**config.mk**
```make
export PLATFORM = sky130hd
export DESIGN_NAME = gspd_ctrl
export DESIGN_NICKNAME = d
export VERILOG_FILES = /design/src/rtl/gspd_pkg.sv /design/src/rtl/gspd_ctrl.sv
export SDC_FILE = /design/constraint.sdc
export NUM_CORES = 1
export LEC_CHECK = 0
export BUFFER_PORTS_ARGS = -buffer_cell sky130_fd_sc_hd__buf_2
export CORE_AREA = 4 4 41 43
export DETAILED_ROUTE_END_ITERATION = 10
export DIE_AREA = 0 0 45 47
export GPL_TIMING_DRIVEN = 1
export SLEW_MARGIN = 20
export SYNTH_ARGS = -nofsm -noshare
export SYNTH_HDL_FRONTEND = slang
export SYNTH_SLANG_ARGS = --single-unit
```
**constraint.sdc**
```tcl
create_clock -name clk -period 2.6 [get_ports clk]
set_input_delay 0 -clock clk [delete_from_list [all_inputs] [get_ports clk]]
set_output_delay 0 -clock clk [all_outputs]
set_load 0.05 [all_outputs]
```
**src/rtl/gspd_pkg.sv**
```systemverilog
// ----------------------------------------------------------------------------
// gspd_pkg
// Shared types and constants for the gated stereo ping-pong delay.
// ----------------------------------------------------------------------------
package gspd_pkg;

  // configuration register indexes
  localparam logic [2:0] REG_DELAY_TIME    = 3'd0;
  localparam logic [2:0] REG_PHASE_STEP    = 3'd1;
  localparam logic [2:0] REG_ATTACK_LEN    = 3'd2;
  localparam logic [2:0] REG_RELEASE_LEN   = 3'd3;
  localparam logic [2:0] REG_TAP_GAIN      = 3'd4;
  localparam logic [2:0] REG_FOLLOW_ATTACK = 3'd5;
  localparam logic [2:0] REG_FOLLOW_RELEASE = 3'd6;
  localparam logic [2:0] REG_CONTROL_FLAGS = 3'd7;

  // mix modes
  localparam logic [1:0] MODE_MONO     = 2'd0;
  localparam logic [1:0] MODE_STEREO   = 2'd1;
  localparam logic [1:0] MODE_PINGPONG = 2'd2;
  localparam logic [1:0] MODE_HARD     = 2'd3;

  localparam int unsigned SAMPLE_W = 24;
  localparam int unsigned CFG_W    = 33;
  localparam logic [23:0] ACTIVE_THRESHOLD = 24'd8388;
  localparam logic [32:0] PHASE_ONE = 33'h1_0000_0000;
  localparam logic [4:0]  DIV_STEPS = 5'd17;

  // controller states, also the step command to the datapath
  typedef enum logic [4:0] {
    OP_CLEAR, OP_IDLE, OP_ADDR, OP_RD0, OP_RD1, OP_LVL1, OP_LVL2,
    OP_I0, OP_I1, OP_I2, OP_I3, OP_I4, OP_MID,
    OP_W0, OP_W1, OP_W2, OP_W3, OP_W4, OP_WB, OP_NOP
  } op_t;

  typedef struct packed {
    op_t  op;
    logic load;
  } cmd_t;

  typedef struct packed {
    logic div_done;
    logic clear_last;
    logic out_free;
  } status_t;

  // saturate a wide signed value to 24 bits
  function automatic logic signed [23:0] sat24(input logic signed [27:0] v);
    if (v > 28'sd8388607) begin
      return 24'sh7FFFFF;
    end else if (v < -28'sd8388608) begin
      return 24'sh800000;
    end
    return v[23:0];
  endfunction

endpackage

```
**src/rtl/gspd_ctrl.sv**
```systemverilog
// ----------------------------------------------------------------------------
// gspd_ctrl
// Sequencer that steps the datapath through one sample pair.
// ----------------------------------------------------------------------------
module gspd_ctrl
  import gspd_pkg::*;
(
  input  logic    clk,
  input  logic    rst,
  input  logic    in_valid,
  output logic    in_ready,
  input  status_t status,
  output cmd_t    cmd
);

  op_t state, state_next;

  // state register
  always_ff @(posedge clk) begin
    if (rst) begin
      state <= OP_CLEAR;
    end else begin
      state <= state_next;
    end
  end

  // next state and commands
  always_comb begin
    state_next = state;
    cmd.op     = state;
    cmd.load   = 1'b0;
    in_ready   = 1'b0;
    unique case (state)
      OP_CLEAR: if (status.clear_last) state_next = OP_IDLE;
      OP_IDLE: begin
        in_ready = 1'b1;
        if (in_valid) begin
          cmd.load   = 1'b1;
          state_next = OP_ADDR;
        end
      end
      OP_ADDR: state_next = OP_RD0;
      OP_RD0:  state_next = OP_RD1;
      OP_RD1:  state_next = OP_LVL1;
      OP_LVL1: state_next = OP_LVL2;
      OP_LVL2: state_next = OP_I0;
      OP_I0:   state_next = OP_I1;
      OP_I1:   state_next = OP_I2;
      OP_I2:   state_next = OP_I3;
      OP_I3:   state_next = OP_I4;
      OP_I4:   state_next = OP_MID;
      OP_MID:  if (status.div_done) state_next = OP_W0;
      OP_W0:   state_next = OP_W1;
      OP_W1:   state_next = OP_W2;
      OP_W2:   state_next = OP_W3;
      OP_W3:   state_next = OP_W4;
      OP_W4:   state_next = OP_WB;
      OP_WB: begin
        if (status.out_free) begin
          state_next = OP_IDLE;
        end else begin
          cmd.op = OP_NOP;
        end
      end
      default: state_next = OP_IDLE;
    endcase
  end

  // a sample is taken only when the sequencer is idle
  a_load_idle: assert property (@(posedge clk) disable iff (rst)
    cmd.load |-> state == OP_IDLE) else $error("load outside idle");
  // wet stage starts only once the envelope divide has finished
  a_w0_div: assert property (@(posedge clk) disable iff (rst)
    state == OP_W0 |-> $past(status.div_done)) else $error("wet before divide");
  // result commit leaves the sequencer idle
  a_wb_idle: assert property (@(posedge clk) disable iff (rst)
    (state == OP_WB && status.out_free) |=> state == OP_IDLE)
    else $error("commit did not return to idle");

endmodule

```
==> flow_summary.ini <==
[outcome]
run_status = finished, final reports clean

[critical_path]
path_cells = nor2_1 > and3_1 > and2_1 > buf_2
reg2reg_slack_ns = 1.33
r2r-end = state[1]$_SDFFE_PP0P_
startpoint_type = flop
worstReg2RegStart = state[4]$_SDFFE_PP0P_
slowest_stage = dfxtp_1
crit_path_end_kind = output port
crit_type = reg2out
worst_ep_arrival_time_ns = 1.46
crit_start = state[3]$_SDFFE_PP0P_
crit_path_max_incr_delay_ns = 0.39
required_ns = 2.60
reg2reg_depth = 3
crit_fanout = 9

[global_routing]
antenna_found_initial = 0
grt_use_total = 0.08854
grt_pass1_vias = 297
grt_max_degree = 15
grt_pass1_wl_mm = 1.290
gr-total-overflow = 0

[pwr]
vdd_drop_max_uv = 196.9
p_sw_uw = 83.16
pwr-share-clk = 0.382
combPwrFrac = 0.246
p_leak_nw = 0.1831
swShare = 0.3422
power_density_nw_per_um2 = 592.1
power_frac_seq = 0.372
p_int_uw = 159.9

[final_layout]
fin_nets = 60
top_register = state
n_antenna_cell = 0
top_regs = state (5)
layout_common_cells = buf_2 (12), dfxtp_1 (5), nor2_1 (4)
fin_area_sq_um = 410.4
drive_above_1_share = 0.3019
final_common_cell = buf_2
area_growth_pct = 19.71
largest_reg_flops = 5

[clock_network]
h-tree-depth = 1
root_buffer = clkbuf_4
clockBufferDepth = 2
clkTransAtPathRegs_ns = 0.04
numCtsBuffers = 3
cts_tree = done
worstSkewPairLatency_ns = 0.25
cts_setup_buffers = 0
clock_sinks = 5

[sta]
period_minus_slack_ns = 1.457
timing.final.ws_setup_ns = 1.143
rsz0062_at_grt = no
tightest_slew_ns = 0.4014
slew_viol_final = 0
fin_tns_setup_ns = 0
final-hold-violation-count = 0
setup_viol = 0
fin_worst_skew_ns = 0.002913
holdWs_ns = 0.1006
fmax_mhz = 686.5
finalCritPeriodShare = 0.5602
max_slew_margin = 0.7321

[logic_synthesis]
yosysTopAreaCell = dfxtp_1
ys_types = 25
ys_seq_area_frac = 0.2920
synth.area.top_cells = dfxtp_1 (29%), clkbuf_1 (5.5%), or3b_1 (5.1%)
synth_edf_count = 0
synth_top_area_frac = 0.2920
synth_seq_cells = 5
syn_avg_cell_area_sq_um = 7.618
synth.net_count = 51
ys_async_sr_fraction = 0
syn_area_sq_um = 342.8
synthFlopType = dfxtp_1
ys.warnings.count = 0
synthCells = 45

[die]
die_width_um = 45
io_pins = 13
core_area_sq_um = 1301
initial_core_util = 0.2635
rows = 13
die-height_um = 47
die_area_sq_um = 2115

[place]
dp_hpwl_um = 522.1
place_congestion = 0.7378
place_area_sq_um = 374.1
pre_cts_ws_ns = 1.340
portBuffers = 12

[route]
firstDrtPassIters = 4
wl_per_cell_um = 11.01
drc = 0
route.vias.total = 332
totalWireLength_um = 749
initialDrtViolationCount = 8
ant_nets = 0
vias_per_cell = 4.882

[worst_hold_path]
min_path_type = in2reg
hold_depth = 4
holdPathEnd = state[4]$_SDFFE_PP0P_
hp-start = status[0]

[flow_run]
max_cap_viol_count = 0
## through the flow
step                std cells  total power, mW    util
detailed placement         63           0.1507  0.2875
floorplan                  45           0.1397       -
finish                     68           0.2430  0.3154
global placement           63           0.1506  0.2875
CTS                        68           0.2457  0.3154
global route               68           0.2527  0.3154
## logic make-up after synthesis
kind of cell,after synthesis,share of synthesized area
and+or+nand+nor,21,0.3577
buffers and inverters,9,0.1387
AOI/OAI and AO/OA,7,0.1314
DFF,5,0.2920
xor gates and xnor gates,2,0.05110
muxes,1,0.02920
## Yosys cell counts (all sizes together) (2+ instances only)
library cell  n
clkbuf        5
nor3          4
nand3         2
or3b          2
dfxtp         5
buf           4
o21ai         3
nor2          4
xor2          2
nand2         2
## worst max-delay path by stage
stage	end	slack [ns]	cells past startpoint
2_1_floorplan	cmd[0]	1.00	4
3_3_place_gp	state[1]$_SDFFE_PP0P_	1.36	3
3_5_place_dp	state[1]$_SDFFE_PP0P_	1.34	3
4_1_cts	cmd[0]	1.14	4
5_1_grt	cmd[0]	1.04	4
6_report	cmd[0]	1.14	4
## timing repair
item / CTS / global route
endpoints found under the hold margin: 4 / 0
gates resized for setup: 0 / 0
hold buffers: 1 / 0
## critical path, delay by kind of cell (launching register included)
kind,cells,cell delay (ns)
buffers and inverters,1,0.25
DFF,1,0.39
and+or+nand+nor,3,0.56
## area by class of cell
cell class / instances / area [sq um]
clock buffers: 4 / 26.28
flip-flops and latches: 5 / 100.1
multi-input cells: 31 / 195.2
repair buffers: 13 / 70.07
well taps: 15 / 18.77
fillers: 160 / 890.9
## metal layers
layer  track usage  wire length, um  up-vias
li1              -                -      172
met1        0.1071              347      149
met2        0.1102              323        9
met3       0.05364               65        2
met4       0.07018               12        0
met5             0                0        -
## power by group through the flow
| stage | Sequential (mW) | Clock, mW | Combinational, mW |
|---|---|---|---|
| floorplan | 0.0830 | 0 | 0.0567 |
| global placement | 0.0917 | 0 | 0.0589 |
| detailed placement | 0.0916 | 0 | 0.0591 |
| CTS | 0.0901 | 0.0952 | 0.0604 |
| global route | 0.0918 | 0.0956 | 0.0652 |
| finish | 0.0904 | 0.0927 | 0.0599 |
Power figures use the tool's default switching activity.
